<file path="src/rtl/lie_pkg.sv">
// Package for the list intersection engine: field widths, codes, and the
// command/flag structs between controller and datapath. No dependencies.
`default_nettype none

package lie_pkg;

    localparam int MAX_LEN_DEF  = 1024;
    localparam int ID_WIDTH_DEF = 32;

    localparam int VALUE_W  = 32;
    localparam int MODE_W   = 3;
    localparam int SEARCH_W = 2;
    localparam int INDEX_W  = 10;
    localparam int COUNT_W  = 21;
    localparam int STATUS_W = 3;

    localparam logic [COUNT_W-1:0] COUNT_MAX = '1;

    typedef enum logic [MODE_W-1:0] {
        MODE_LOAD_FIRST  = 3'd0,
        MODE_LOAD_SECOND = 3'd1,
        MODE_RUN         = 3'd2,
        MODE_READ        = 3'd3,
        MODE_CLEAR       = 3'd4
    } in_mode_t;

    typedef enum logic [SEARCH_W-1:0] {
        SM_UNSORTED      = 2'd0,
        SM_SECOND_SORTED = 2'd1,
        SM_BOTH_SORTED   = 2'd2,
        SM_UNKNOWN       = 2'd3
    } search_mode_t;

    typedef enum logic [STATUS_W-1:0] {
        ST_OK       = 3'd0,
        ST_BAD_MODE = 3'd1,
        ST_OVERFLOW = 3'd2,
        ST_RANGE    = 3'd3,
        ST_FULL     = 3'd4
    } status_t;

    typedef enum logic [3:0] {
        DP_NOP,
        DP_LOAD_FIRST,
        DP_LOAD_SECOND,
        DP_CLEAR,
        DP_READ,
        DP_RUN_INIT,
        DP_SCAN_RD,
        DP_SCAN_UPD,
        DP_RD_ZERO,
        DP_CAP_LO,
        DP_CAP_HI,
        DP_PAIR_RD,
        DP_PAIR_CMP,
        DP_MRG_RD,
        DP_MRG_CMP
    } dp_op_t;

    typedef enum logic [3:0] {
        S_IDLE,
        S_EXEC,
        S_RD_WAIT,
        S_SCAN_RD,
        S_SCAN_UPD,
        S_RD_ZERO,
        S_CAP_LO,
        S_CAP_HI,
        S_OVL_CHK,
        S_PAIR_RD,
        S_PAIR_CMP,
        S_MRG_RD,
        S_MRG_CMP,
        S_RESP_RUN,
        S_RESP_BAD
    } ctrl_state_t;

    typedef struct packed {
        dp_op_t  op;
        logic    capture;
        logic    out_load;
        status_t out_status;
        logic    out_from_store;
    } dp_cmd_t;

    typedef struct packed {
        logic len1_zero;
        logic len2_zero;
        logic len1_full;
        logic len2_full;
        logic in_range;
        logic overlap;
        logic scan_last;
        logic pair_last;
        logic mrg_done;
        logic overflow;
    } dp_flags_t;

endpackage

`default_nettype wire

</file>
<file path="src/rtl/lie_ctrl.sv">
// Controller of the list intersection engine: search mode register, item
// sequencing state machine and output valid. Uses lie_pkg.
`default_nettype none

module lie_ctrl (
    input  wire logic                           clk,
    input  wire logic                           rst_n,
    input  wire logic                           cfg_wr_en,
    input  wire logic [lie_pkg::SEARCH_W-1:0]   cfg_wr_data,
    input  wire logic                           s_tvalid,
    input  wire logic [lie_pkg::MODE_W-1:0]     s_mode,
    output logic                                s_tready,
    output logic                                m_tvalid,
    input  wire logic                           m_tready,
    output lie_pkg::dp_cmd_t                    cmd,
    input  wire lie_pkg::dp_flags_t             flags
);

    lie_pkg::ctrl_state_t           state_reg, state_next;
    logic [lie_pkg::MODE_W-1:0]     mode_reg;
    logic [lie_pkg::SEARCH_W-1:0]   search_reg;
    logic                           out_valid_reg, out_valid_next;
    logic                           accept, slot_free;

    assign s_tready  = (state_reg == lie_pkg::S_IDLE);
    assign accept    = s_tvalid && s_tready;
    assign slot_free = !out_valid_reg || m_tready;
    assign m_tvalid  = out_valid_reg;

    always_ff @(posedge clk or negedge rst_n)
    begin
        if (!rst_n)
        begin
            state_reg     <= lie_pkg::S_IDLE;
            mode_reg      <= '0;
            search_reg    <= lie_pkg::SM_UNSORTED;
            out_valid_reg <= 1'b0;
        end
        else
        begin
            state_reg     <= state_next;
            out_valid_reg <= out_valid_next;
            if (accept)
                mode_reg <= s_mode;
            if (cfg_wr_en)
                search_reg <= cfg_wr_data;
        end
    end

    always_comb
    begin
        state_next         = state_reg;
        cmd                = '0;
        cmd.op             = lie_pkg::DP_NOP;
        cmd.out_status     = lie_pkg::ST_OK;
        cmd.capture        = accept;
        out_valid_next     = m_tready ? 1'b0 : out_valid_reg;

        case (state_reg)
            lie_pkg::S_IDLE:
                if (accept)
                    state_next = lie_pkg::S_EXEC;
            lie_pkg::S_EXEC:
            begin
                case (mode_reg)
                    lie_pkg::MODE_LOAD_FIRST:
                        if (slot_free)
                        begin
                            cmd.op         = lie_pkg::DP_LOAD_FIRST;
                            cmd.out_load   = 1'b1;
                            cmd.out_status = flags.len1_full ? lie_pkg::ST_FULL
                                                             : lie_pkg::ST_OK;
                            state_next     = lie_pkg::S_IDLE;
                        end
                    lie_pkg::MODE_LOAD_SECOND:
                        if (slot_free)
                        begin
                            cmd.op         = lie_pkg::DP_LOAD_SECOND;
                            cmd.out_load   = 1'b1;
                            cmd.out_status = flags.len2_full ? lie_pkg::ST_FULL
                                                             : lie_pkg::ST_OK;
                            state_next     = lie_pkg::S_IDLE;
                        end
                    lie_pkg::MODE_RUN:
                    begin
                        cmd.op = lie_pkg::DP_RUN_INIT;
                        if (flags.len1_zero || flags.len2_zero)
                            state_next = lie_pkg::S_RESP_RUN;
                        else
                        begin
                            case (search_reg)
                                lie_pkg::SM_UNSORTED:    state_next = lie_pkg::S_SCAN_RD;
                                lie_pkg::SM_BOTH_SORTED: state_next = lie_pkg::S_RD_ZERO;
                                default:                 state_next = lie_pkg::S_RESP_BAD;
                            endcase
                        end
                    end
                    lie_pkg::MODE_READ:
                    begin
                        cmd.op     = lie_pkg::DP_READ;
                        state_next = lie_pkg::S_RD_WAIT;
                    end
                    lie_pkg::MODE_CLEAR:
                        if (slot_free)
                        begin
                            cmd.op       = lie_pkg::DP_CLEAR;
                            cmd.out_load = 1'b1;
                            state_next   = lie_pkg::S_IDLE;
                        end
                    default:
                        if (slot_free)
                        begin
                            cmd.out_load = 1'b1;
                            state_next   = lie_pkg::S_IDLE;
                        end
                endcase
            end
            lie_pkg::S_RD_WAIT:
                if (slot_free)
                begin
                    cmd.out_load       = 1'b1;
                    cmd.out_from_store = flags.in_range;
                    cmd.out_status     = flags.in_range ? lie_pkg::ST_OK : lie_pkg::ST_RANGE;
                    state_next         = lie_pkg::S_IDLE;
                end
            lie_pkg::S_SCAN_RD:
            begin
                cmd.op     = lie_pkg::DP_SCAN_RD;
                state_next = lie_pkg::S_SCAN_UPD;
            end
            lie_pkg::S_SCAN_UPD:
            begin
                cmd.op     = lie_pkg::DP_SCAN_UPD;
                state_next = flags.scan_last ? lie_pkg::S_OVL_CHK : lie_pkg::S_SCAN_RD;
            end
            lie_pkg::S_RD_ZERO:
            begin
                cmd.op     = lie_pkg::DP_RD_ZERO;
                state_next = lie_pkg::S_CAP_LO;
            end
            lie_pkg::S_CAP_LO:
            begin
                cmd.op     = lie_pkg::DP_CAP_LO;
                state_next = lie_pkg::S_CAP_HI;
            end
            lie_pkg::S_CAP_HI:
            begin
                cmd.op     = lie_pkg::DP_CAP_HI;
                state_next = lie_pkg::S_OVL_CHK;
            end
            lie_pkg::S_OVL_CHK:
            begin
                if (!flags.overlap)
                    state_next = lie_pkg::S_RESP_RUN;
                else if (search_reg == lie_pkg::SM_BOTH_SORTED)
                    state_next = lie_pkg::S_MRG_RD;
                else
                    state_next = lie_pkg::S_PAIR_RD;
            end
            lie_pkg::S_PAIR_RD:
            begin
                cmd.op     = lie_pkg::DP_PAIR_RD;
                state_next = lie_pkg::S_PAIR_CMP;
            end
            lie_pkg::S_PAIR_CMP:
            begin
                cmd.op     = lie_pkg::DP_PAIR_CMP;
                state_next = flags.pair_last ? lie_pkg::S_RESP_RUN : lie_pkg::S_PAIR_RD;
            end
            lie_pkg::S_MRG_RD:
            begin
                cmd.op     = lie_pkg::DP_MRG_RD;
                state_next = lie_pkg::S_MRG_CMP;
            end
            lie_pkg::S_MRG_CMP:
            begin
                cmd.op     = lie_pkg::DP_MRG_CMP;
                state_next = flags.mrg_done ? lie_pkg::S_RESP_RUN : lie_pkg::S_MRG_RD;
            end
            lie_pkg::S_RESP_RUN:
                if (slot_free)
                begin
                    cmd.out_load   = 1'b1;
                    cmd.out_status = flags.overflow ? lie_pkg::ST_OVERFLOW : lie_pkg::ST_OK;
                    state_next     = lie_pkg::S_IDLE;
                end
            lie_pkg::S_RESP_BAD:
                if (slot_free)
                begin
                    cmd.out_load   = 1'b1;
                    cmd.out_status = lie_pkg::ST_BAD_MODE;
                    state_next     = lie_pkg::S_IDLE;
                end
            default:
                state_next = lie_pkg::S_IDLE;
        endcase

        if (cmd.out_load)
            out_valid_next = 1'b1;
    end

endmodule

`default_nettype wire

</file>
<file path="config.mk">
export PLATFORM = sky130hd
export DESIGN_NAME = lie_ctrl
export DESIGN_NICKNAME = d
export VERILOG_FILES = /design/src/rtl/lie_pkg.sv /design/src/rtl/lie_ctrl.sv
export SDC_FILE = /design/constraint.sdc
export NUM_CORES = 1
export LEC_CHECK = 0
export BUFFER_PORTS_ARGS = -buffer_cell sky130_fd_sc_hd__buf_2
export CAP_MARGIN = 10
export CORE_ASPECT_RATIO = 0.9
export CORE_MARGIN = 2
export CORE_UTILIZATION = 33
export DETAILED_ROUTE_END_ITERATION = 7
export SYNTH_ARGS = -nofsm -noshare
export SYNTH_HDL_FRONTEND = slang
export SYNTH_SLANG_ARGS = --single-unit
</file>
<file path="constraint.sdc">
create_clock -name clk -period 4.5 [get_ports clk]
set_clock_uncertainty 0.05 [all_clocks]
set_input_delay 0.45 -clock clk [delete_from_list [all_inputs] [get_ports clk]]
set_output_delay 0.45 -clock clk [all_outputs]
set_load 0.01 [all_outputs]
</file>
==> results.sh, run 1 <==
export IMPL_startpoint="state_reg[1]"
export IMPL_drive_gt1_share_pct=33.58
export IMPL_post_cts_buffers=0
export IMPL_ant_nets=0
export IMPL_critical_path_required_ns=4.00
export IMPL_routed_via_density=5.431
export IMPL_relSlewSlack_pct=60.08
export IMPL_setup_viol=0
export IMPL_ys_warn_count=0
export IMPL_cp_max_fo=20
export IMPL_cts_root_buf="clkbuf_4"
export IMPL_core_um2=2680
export IMPL_io_pins=32
export IMPL_rows=18
export IMPL_overflow=0
export IMPL_grt_use_total_pct=15.52
export IMPL_reg2reg_slack_ns=2.71
export IMPL_synth_edf_count=0
export IMPL_antenna_cells=0
export IMPL_reg2reg_to="state_reg[1]"
export IMPL_met2_usage_pct=23.26
export IMPL_place_ws_ns=2.288
export IMPL_syn_area_per_cell_um2=8.195
export IMPL_synthToLayoutAreaGrowth_pct=18.98
export IMPL_drt_iter0_markers=30
export IMPL_fin_util_pct=40.38
export IMPL_clock_latency_ns=0.26
export IMPL_synth_common_cells="dfrtp_1 (10), nand2_1 (9), nor2_1 (9), o21ai_0 (9), nor2b_1 (7)"
export IMPL_synth_seq_cells=10
export IMPL_rsz0062_at_grt="no"
export IMPL_crit_arrival_ns=1.99
export IMPL_max_stage_delay_ns=0.60
export IMPL_place_congestion=0.9269
export IMPL_ctsHtreeMaxLevel=1
export IMPL_routedWlPerCell_um=13.43
export IMPL_hold_viol=0
export IMPL_criticalPathCategory="reg -> out"
export IMPL_drc_errors=0
export IMPL_p_per_area_nw_per_um2=655.1
export IMPL_busiest_layer="met2"
export IMPL_r2r_cells=4
export IMPL_nNetsFinal=159
export IMPL_async_flop_share_pct=100.0
export IMPL_met1_usage_pct=22.03
export IMPL_cts_buffer_depth=2
export IMPL_crit_end="cmd[6]"
export IMPL_floorplan_die_area_um2=3193
export IMPL_grt_max_degree=21
export IMPL_setup_tns_final_ns=0
export IMPL_max_vdd_ir_drop_mv=0.3165
export IMPL_dr_total_vias=907
export IMPL_dp_hpwl_mm=1.767
export IMPL_antenna_found_initial=0
export IMPL_yosysMostFrequentCell="dfrtp_1"
export IMPL_clkSinkCount=10
export IMPL_synth_area_leaders="dfrtp_1 (28%), o21ai_0 (5.0%), mux2_4 (5.0%)"
export IMPL_holdCritPathClass="in -> reg"
export IMPL_p_leak_nw=0.5096
export IMPL_drv_cap=0
export IMPL_fmax_ghz=0.4020
export IMPL_synthCells=111
export IMPL_tightestPinTransition_ns=0.5988
export IMPL_critPathBufInv=1
export IMPL_synth_largest_area_cell="dfrtp_1"
export IMPL_worstReg2RegStart="state_reg[3]"
export IMPL_netlist_area_leader_share_pct=27.51
export IMPL_crit_path_cell_trace="and2b_2 -> nor4b_2 -> nor2b_1 -> o221ai_1 -> buf_2"
export IMPL_min_period_ns=2.487
export IMPL_grt_pass1_vias=822
export IMPL_ys_types=43
export IMPL_largest_reg_flops=4
export IMPL_yosys_most_used_dff="dfrtp_1"
export IMPL_drt_total_wl_mm=2.243
export IMPL_path_depth=5
export IMPL_grt_use_met3_pct=2.163
export IMPL_nFillCells=279
export IMPL_synthesis_nets=131
export IMPL_syn_area_um2=909.6
export IMPL_grt_pass1_wl_mm=3.726
export IMPL_cpLargestDelayFamily="simple AND/OR/NAND/NOR gates"
export IMPL_drtPass1Iterations=4
export IMPL_final_period_utilization_pct=55.28
export IMPL_start_kind="flip-flop"
export IMPL_cp_slowest_cell="dfrtp_1"
export IMPL_io_buffers=31
export IMPL_seq_area_frac_synth_pct=27.51
export IMPL_initial_core_util_pct=33.94
export IMPL_cts_tree="built"
export IMPL_cts_clk_slew_worst_paths_ns=0.06
export IMPL_cts_made_buffers=3
export IMPL_die_x_um=59.34
export IMPL_finalWorstSetupSlack_ns=2.013
export IMPL_status="finished clean"
export IMPL_die_h_um=53.81
export IMPL_critPathCaptureType="output pin"
export IMPL_finalPower_mw=0.7090
export IMPL_drv_slew=0
==> worst reg2reg max path: cells and delay by family (launching register included) <==
family | cells | cell delay [ns]
xor gates and xnor gates | 1 | 0.45
AOI/OAI and AO/OA | 3 | 0.58
DFF | 1 | 0.56
==> cell usage in the layout (no fill, tap or decap), types with 2 or more instances in the layout <==
| master | instances |
|---|---|
| a211o_1 | 2 |
| a21oi_1 | 5 |
| a22oi_1 | 4 |
| and3_1 | 2 |
| buf_2 | 31 |
| clkbuf_4 | 3 |
| dfrtp_1 | 10 |
| inv_1 | 6 |
| mux2_4 | 3 |
| mux2i_1 | 2 |
| nand2_1 | 9 |
| nand2b_1 | 5 |
| nand3_1 | 3 |
| nor2_1 | 9 |
| nor2b_1 | 7 |
| nor3_1 | 3 |
| o21ai_0 | 9 |
==> per-stage QoR <==
step,instances,hold WS [ns],area (µm²)
after floorplan,111,0.1044,909.6
after global placement,163,0.2774,1050
after detailed placement,163,0.2733,1050
after CTS,167,0.3550,1082
after global routing,167,0.3612,1082
final,167,0.3621,1082
==> cell families (layout without fill, tap and decap cells) <==
family | Yosys count | count (layout) | synth area share, %
compound gates | 30 | 30 | 23.25
xor+xnor | 2 | 2 | 1.926
mux | 6 | 6 | 8.390
simple gates | 48 | 48 | 30.67
buf+inv | 15 | 41 | 8.252
flops | 10 | 10 | 27.51
==> how the worst min path moves through the flow <==
stage,start,end,slack (ns),depth (start not counted)
2_1_floorplan,rst_n,m_tvalid,0.10,0
3_5_place_dp,rst_n,search_reg[0],0.27,1
6_report,cfg_wr_data[1],search_reg[1],0.36,3
5_1_grt,s_mode[2],mode_reg[2],0.36,2
3_3_place_gp,rst_n,search_reg[0],0.28,1
4_1_cts,cfg_wr_data[1],search_reg[1],0.35,3
==> what timing repair did <==
action                                 4_1_cts  5_1_grt
setup endpoints to repair                    0        0
endpoints found under the hold margin       10        0
resized for setup                            0        0
hold buffers                                 1        0
==> final cells by class <==
type                       count  area (µm²)  share of cell area (%)
inverter                       6       22.52                   2.081
sequential                    10       250.2                   23.12
clock buffer                   3       22.52                   2.081
multi-input combinational     86       584.3                   53.99
timing repair buffer          32       165.2                   15.26
tap                           30       37.54                   3.468
==> routing by layer <==
layer / vias up / wire, µm
li1: 448 / -
met1: 423 / 1058
met2: 34 / 1048
met3: 2 / 118
met4: 0 / 17
met5: - / 0
==> report_power, final <==
group / internal, mW / leakage, nW / switching (mW)
clock network: 0.0308 / 0.0138 / 0.0278
registers: 0.127 / 0.122 / 0.0987
logic: 0.206 / 0.374 / 0.219
(Power assumes the default switching activity.)
==> inputs of run 2 (changes only) <==
clock period = 2.6 ns   (was 4.5 ns; I/O delays follow)
==> run 2 against run 1 <==
Net effect: total power rose by 82%; sequential cell count unchanged; cell count increased by 2.4%; setup slack got worse by 1.4 ns; largest power group unchanged; highest routed layer unchanged.
==> results.sh, run 2 (same netlist as run 1, synthesis figures left out) <==
export IMPL_status="finished clean"
export IMPL_max_stage_delay_ns=0.38
export IMPL_hp_start="cfg_wr_en"
export IMPL_io_buffers=31
export IMPL_antenna_found_initial=0
export IMPL_drt_total_wl_mm=2.354
export IMPL_hold_depth=2
export IMPL_ant_nets=0
export IMPL_floorplan_die_area_um2=3193
export IMPL_drv_cap=0
export IMPL_routedWlPerCell_um=13.77
export IMPL_die_x_um=59.34
export IMPL_post_cts_buffers=0
export IMPL_drv_slew=0
export IMPL_cp_max_fo=5
export IMPL_io_pins=32
export IMPL_cts_clk_slew_worst_paths_ns=0.07
export IMPL_reg2reg_to="state_reg[1]"
export IMPL_worstReg2RegStart="state_reg[2]"
export IMPL_routed_via_density=5.485
export IMPL_most_common_layout_cells="buf_2 (31), dfrtp_1 (10), nor2_1 (9), nand2_1 (9), o21ai_0 (9)"
export IMPL_cts_buffer_depth=2
export IMPL_criticalPathCategory="reg -> out"
export IMPL_critical_path_required_ns=2.29
export IMPL_grt_pass1_vias=851
export IMPL_max_vdd_ir_drop_mv=0.5250
export IMPL_initial_core_util_pct=33.94
export IMPL_r2r_cells=5
export IMPL_min_period_ns=1.968
export IMPL_finalPower_mw=1.287
export IMPL_crit_arrival_ns=1.66
export IMPL_reg2reg_slack_ns=0.89
export IMPL_hold_viol=0
export IMPL_die_h_um=53.81
export IMPL_critPathCaptureType="output pin"
export IMPL_overflow=0
export IMPL_clock_latency_ns=0.26
export IMPL_grt_pass1_wl_mm=3.884
export IMPL_drive_gt1_share_pct=35.46
export IMPL_multi_input_area_um2=584.3
export IMPL_final_period_utilization_pct=75.69
export IMPL_setup_viol=0
export IMPL_relSlewSlack_pct=69.48
export IMPL_cts_root_buf="clkbuf_4"
export IMPL_place_congestion=0.8711
export IMPL_nNetsFinal=163
export IMPL_clkSinkCount=10
export IMPL_p_leak_nw=0.5297
export IMPL_largest_reg_flops=4
export IMPL_cp_slowest_cell="dfrtp_1"
export IMPL_cts_resized=0
export IMPL_rows=18
export IMPL_tightestPinTransition_ns=0.4545
export IMPL_grt_max_degree=20
export IMPL_final_common_cell="buf_2"
export IMPL_crit_path_cell_trace="or2_4 -> nor4b_2 -> nor2b_1 -> o221ai_1 -> buf_2"
export IMPL_setup_tns_final_ns=0
export IMPL_core_um2=2680
export IMPL_grt_use_total_pct=16.12
export IMPL_hold_end="search_reg[1]"
export IMPL_fmax_ghz=0.5082
export IMPL_regArea_um2=250.2
export IMPL_drtPass1Iterations=4
export IMPL_ctsHtreeMaxLevel=1
export IMPL_holdCritPathClass="in -> reg"
export IMPL_dr_total_vias=938
export IMPL_drc_errors=0
export IMPL_cts_made_buffers=3
export IMPL_synthToLayoutAreaGrowth_pct=22.28
export IMPL_dp_hpwl_mm=1.870
export IMPL_drt_iter0_markers=57
export IMPL_rsz0062_at_grt="no"
export IMPL_cts_hold_buffers=1
export IMPL_nFillCells=281
export IMPL_start_kind="flip-flop"
export IMPL_p_per_area_nw_per_um2=1157
export IMPL_cts_tree="built"
export IMPL_antenna_cells=0
## run 2: cell types whose count changed in the layout (fill, tap and decap cells not counted), sizes merged
cell	change
buf	+4
## run 2: how the worst max path moves through the flow
stage,start,endpoint,slack [ns]
after floorplan,state_reg[3],cmd[3],0.93
after global placement,state_reg[2],cmd[6],0.90
after detailed placement,state_reg[2],cmd[6],0.90
after CTS,state_reg[2],cmd[6],0.62
after global routing,state_reg[3],cmd[6],0.47
final,state_reg[2],cmd[6],0.63
## run 2: area by class of cell
cell class                 instances  share of cell area (%)
inverter                           6                   2.025
tap                               30                   3.375
clock buffer                       3                   2.025
multi-input combinational         86                   52.53
timing repair buffer              36                   17.55
sequential                        10                   22.50
## run 2: metal layers
metal | GRT usage (%) | routed length [µm]
met3 | 1.442 | 198
met2 | 25.46 | 1078
met1 | 22.92 | 1061
met5 | 0 | 0
met4 | 5.682 | 16
## run 2: report_power, final
group / switching, mW / leakage, nW / internal, mW
logic: 0.515 / 0.394 / 0.393
clock network: 0.0492 / 0.0138 / 0.0533
registers: 0.0558 / 0.122 / 0.221
## run 2: stage by stage
| step | util [%] | std cells | instance area, µm² | setup WS, ns | hold WS [ns] |
|---|---|---|---|---|---|
| 2_1_floorplan | - | 111 | 909.6 | 0.9350 | -0.08559 |
| 3_3_place_gp | 40.29 | 167 | 1080 | 0.9046 | 0.08418 |
| 3_5_place_dp | 40.29 | 167 | 1080 | 0.9003 | 0.08794 |
| 4_1_cts | 41.50 | 171 | 1112 | 0.6161 | 0.1563 |
| 5_1_grt | 41.50 | 171 | 1112 | 0.4706 | 0.1751 |
| 6_report | 41.50 | 171 | 1112 | 0.6321 | 0.1612 |
## run 2: worst max-delay path, delay by kind of cell (launching register included)
kind | cells | cell delay (ns)
buf+inv | 1 | 0.16
simple gates | 3 | 0.69
flops | 1 | 0.38
compound gates | 1 | 0.17
==> inputs of run 3 (changes only) <==
clock period = 1.9 ns   (was 2.6 ns; I/O delays follow)
==> run 3 against run 2 <==
Net effect: cell count rose by 0.58%; die area did not move; combinational power rose by 42%; register-to-register slack got worse by 0.55 ns; sequential cell count did not move; sequential power rose by 40%; hold slack got worse by 0.079 ns; core utilization rose by 1.3 points; wire length fell by 3.1%; cell area rose by 3.0%; count of clock-buffer cells in the layout did not move; via count fell by 2.0%; critical endpoint unchanged.
==> results.sh, run 3 (same netlist as run 1, synthesis figures left out) <==
export IMPL_start_kind="flip-flop"
export IMPL_place_congestion=0.8723
export IMPL_holdCritPathClass="in -> reg"
export IMPL_drt_total_wl_mm=2.280
export IMPL_hold_depth=2
export IMPL_most_common_layout_cells="buf_2 (31), dfrtp_1 (10), nand2_1 (9), o21ai_0 (9), nor2_1 (8)"
export IMPL_min_period_ns=1.854
export IMPL_critical_path_required_ns=1.66
export IMPL_grt_max_degree=20
export IMPL_rsz0062_at_grt="yes"
export IMPL_cts_clk_slew_worst_paths_ns=0.06
export IMPL_post_cts_buffers=0
export IMPL_floorplan_die_area_um2=3193
export IMPL_die_h_um=53.81
export IMPL_grt_pass1_vias=831
export IMPL_ctsHtreeMaxLevel=1
export IMPL_cp_slowest_cell="dfrtp_1"
export IMPL_io_pins=32
export IMPL_route_met2_wl_mm=1.068
export IMPL_dpl_cell_count=168
export IMPL_clkSinkCount=10
export IMPL_cts_buffer_depth=2
export IMPL_drv_cap=0
export IMPL_crit_path_cell_trace="or2_4 -> nor4b_4 -> nor2b_1 -> o221ai_1 -> buf_2"
export IMPL_hold_viol=0
export IMPL_ant_nets=0
export IMPL_p_per_area_nw_per_um2=1584
export IMPL_drv_slew=0
export IMPL_clock_latency_ns=0.26
export IMPL_cts_root_buf="clkbuf_4"
export IMPL_max_vdd_ir_drop_mv=0.6281
export IMPL_wl_met1_mm=1.057
export IMPL_tightestPinTransition_ns=0.3121
export IMPL_routedWlPerCell_um=13.26
export IMPL_wl_met3_um=138
export IMPL_critPathCaptureType="output pin"
export IMPL_nNetsFinal=164
export IMPL_antenna_found_initial=0
export IMPL_layout_cells_non_filler=172
export IMPL_grt_pass1_wl_mm=3.726
export IMPL_grt_use_total_pct=15.74
export IMPL_cts_made_buffers=3
export IMPL_max_stage_delay_ns=0.38
export IMPL_multi_input_area_um2=610.6
export IMPL_nFillCells=268
export IMPL_drtPass1Iterations=4
export IMPL_initial_core_util_pct=33.94
export IMPL_relSlewSlack_pct=78.93
export IMPL_status="finished clean"
export IMPL_drive_gt1_share_pct=39.44
export IMPL_dr_total_vias=919
export IMPL_criticalPathCategory="reg -> out"
export IMPL_setup_tns_final_ns=0
export IMPL_overflow=0
export IMPL_routed_via_density=5.343
export IMPL_cts_tree="built"
export IMPL_io_buffers=31
export IMPL_fmax_ghz=0.5393
export IMPL_drc_errors=0
export IMPL_highest_layer="met4"
export IMPL_core_um2=2680
export IMPL_dp_hpwl_mm=1.765
export IMPL_synthToLayoutAreaGrowth_pct=26.00
export IMPL_largest_reg_flops=4
export IMPL_final_period_utilization_pct=97.60
export IMPL_antenna_cells=0
export IMPL_die_x_um=59.34
export IMPL_regArea_um2=250.2
export IMPL_drt_iter0_markers=28
export IMPL_p_leak_nw=0.5452
export IMPL_final_common_cell="buf_2"
export IMPL_cp_max_fo=5
export IMPL_setup_viol=0
export IMPL_r2r_cells=5
export IMPL_crit_arrival_ns=1.61
export IMPL_rows=18
[run 3: cell type report]
type / count / area share, %
multi-input cells: 86 / 53.28
flip-flops and latches: 10 / 21.83
repair buffers: 37 / 17.69
well taps: 30 / 3.275
clock buffers: 3 / 1.965
inverters: 6 / 1.965
[run 3: where the power goes]
part	total, mW	internal (mW)	leakage, nW	switching, mW
registers	0.389	0.303	0.122	0.0861
clock network	0.139	0.0729	0.0138	0.0665
logic	1.29	0.579	0.410	0.707
[run 3: worst max-delay path: cells and delay by family, from the launching register on]
kind / cells / cell delay (ns)
AOI/OAI and AO/OA: 1 / 0.17
buffers and inverters: 1 / 0.16
DFF: 1 / 0.38
and+or+nand+nor: 3 / 0.65
[run 3: routing by layer]
metal	GRT usage, %	vias to the layer above
met4	8.333	0
li1	-	464
met3	2.163	2
met5	0	-
met1	21.00	424
met2	24.73	29
[run 3: timing repair]
item | in CTS | in global routing
pin swaps | 0 | 0
endpoints found under the hold margin | 10 | 0
hold buffers | 1 | 0
setup endpoints to repair | 1 | 4
resized for setup | 2 | 4
[run 3: per-stage QoR]
step / power, mW / utilization [%] / hold WS (ns) / area, µm² / setup WS (ns)
floorplan: 1.306 / - / -0.1556 / 909.6 / 0.3050
global placement: 1.607 / 40.57 / 0.01593 / 1087 / 0.2735
finish: 1.815 / 42.76 / 0.08198 / 1146 / 0.04563
global route: 1.978 / 42.76 / 0.08665 / 1146 / -0.04949
CTS: 1.786 / 42.20 / 0.07178 / 1131 / 0.01783
detailed placement: 1.611 / 40.57 / 0.01080 / 1087 / 0.2512
[run 3: path summary, 6_finish.rpt]
path	endpoint	from	slack, ns
worst min-delay path	search_reg[1]	cfg_wr_en	0.08
min in group asynchronous	search_reg[0]	rst_n	0.27
worst max-delay path	cmd[6]	state_reg[2]	0.05
worst max register to register	state_reg[1]	state_reg[2]	0.34
worst min register to register	search_reg[1]	search_reg[1]	0.51
max in group asynchronous	state_reg[3]	rst_n	1.34
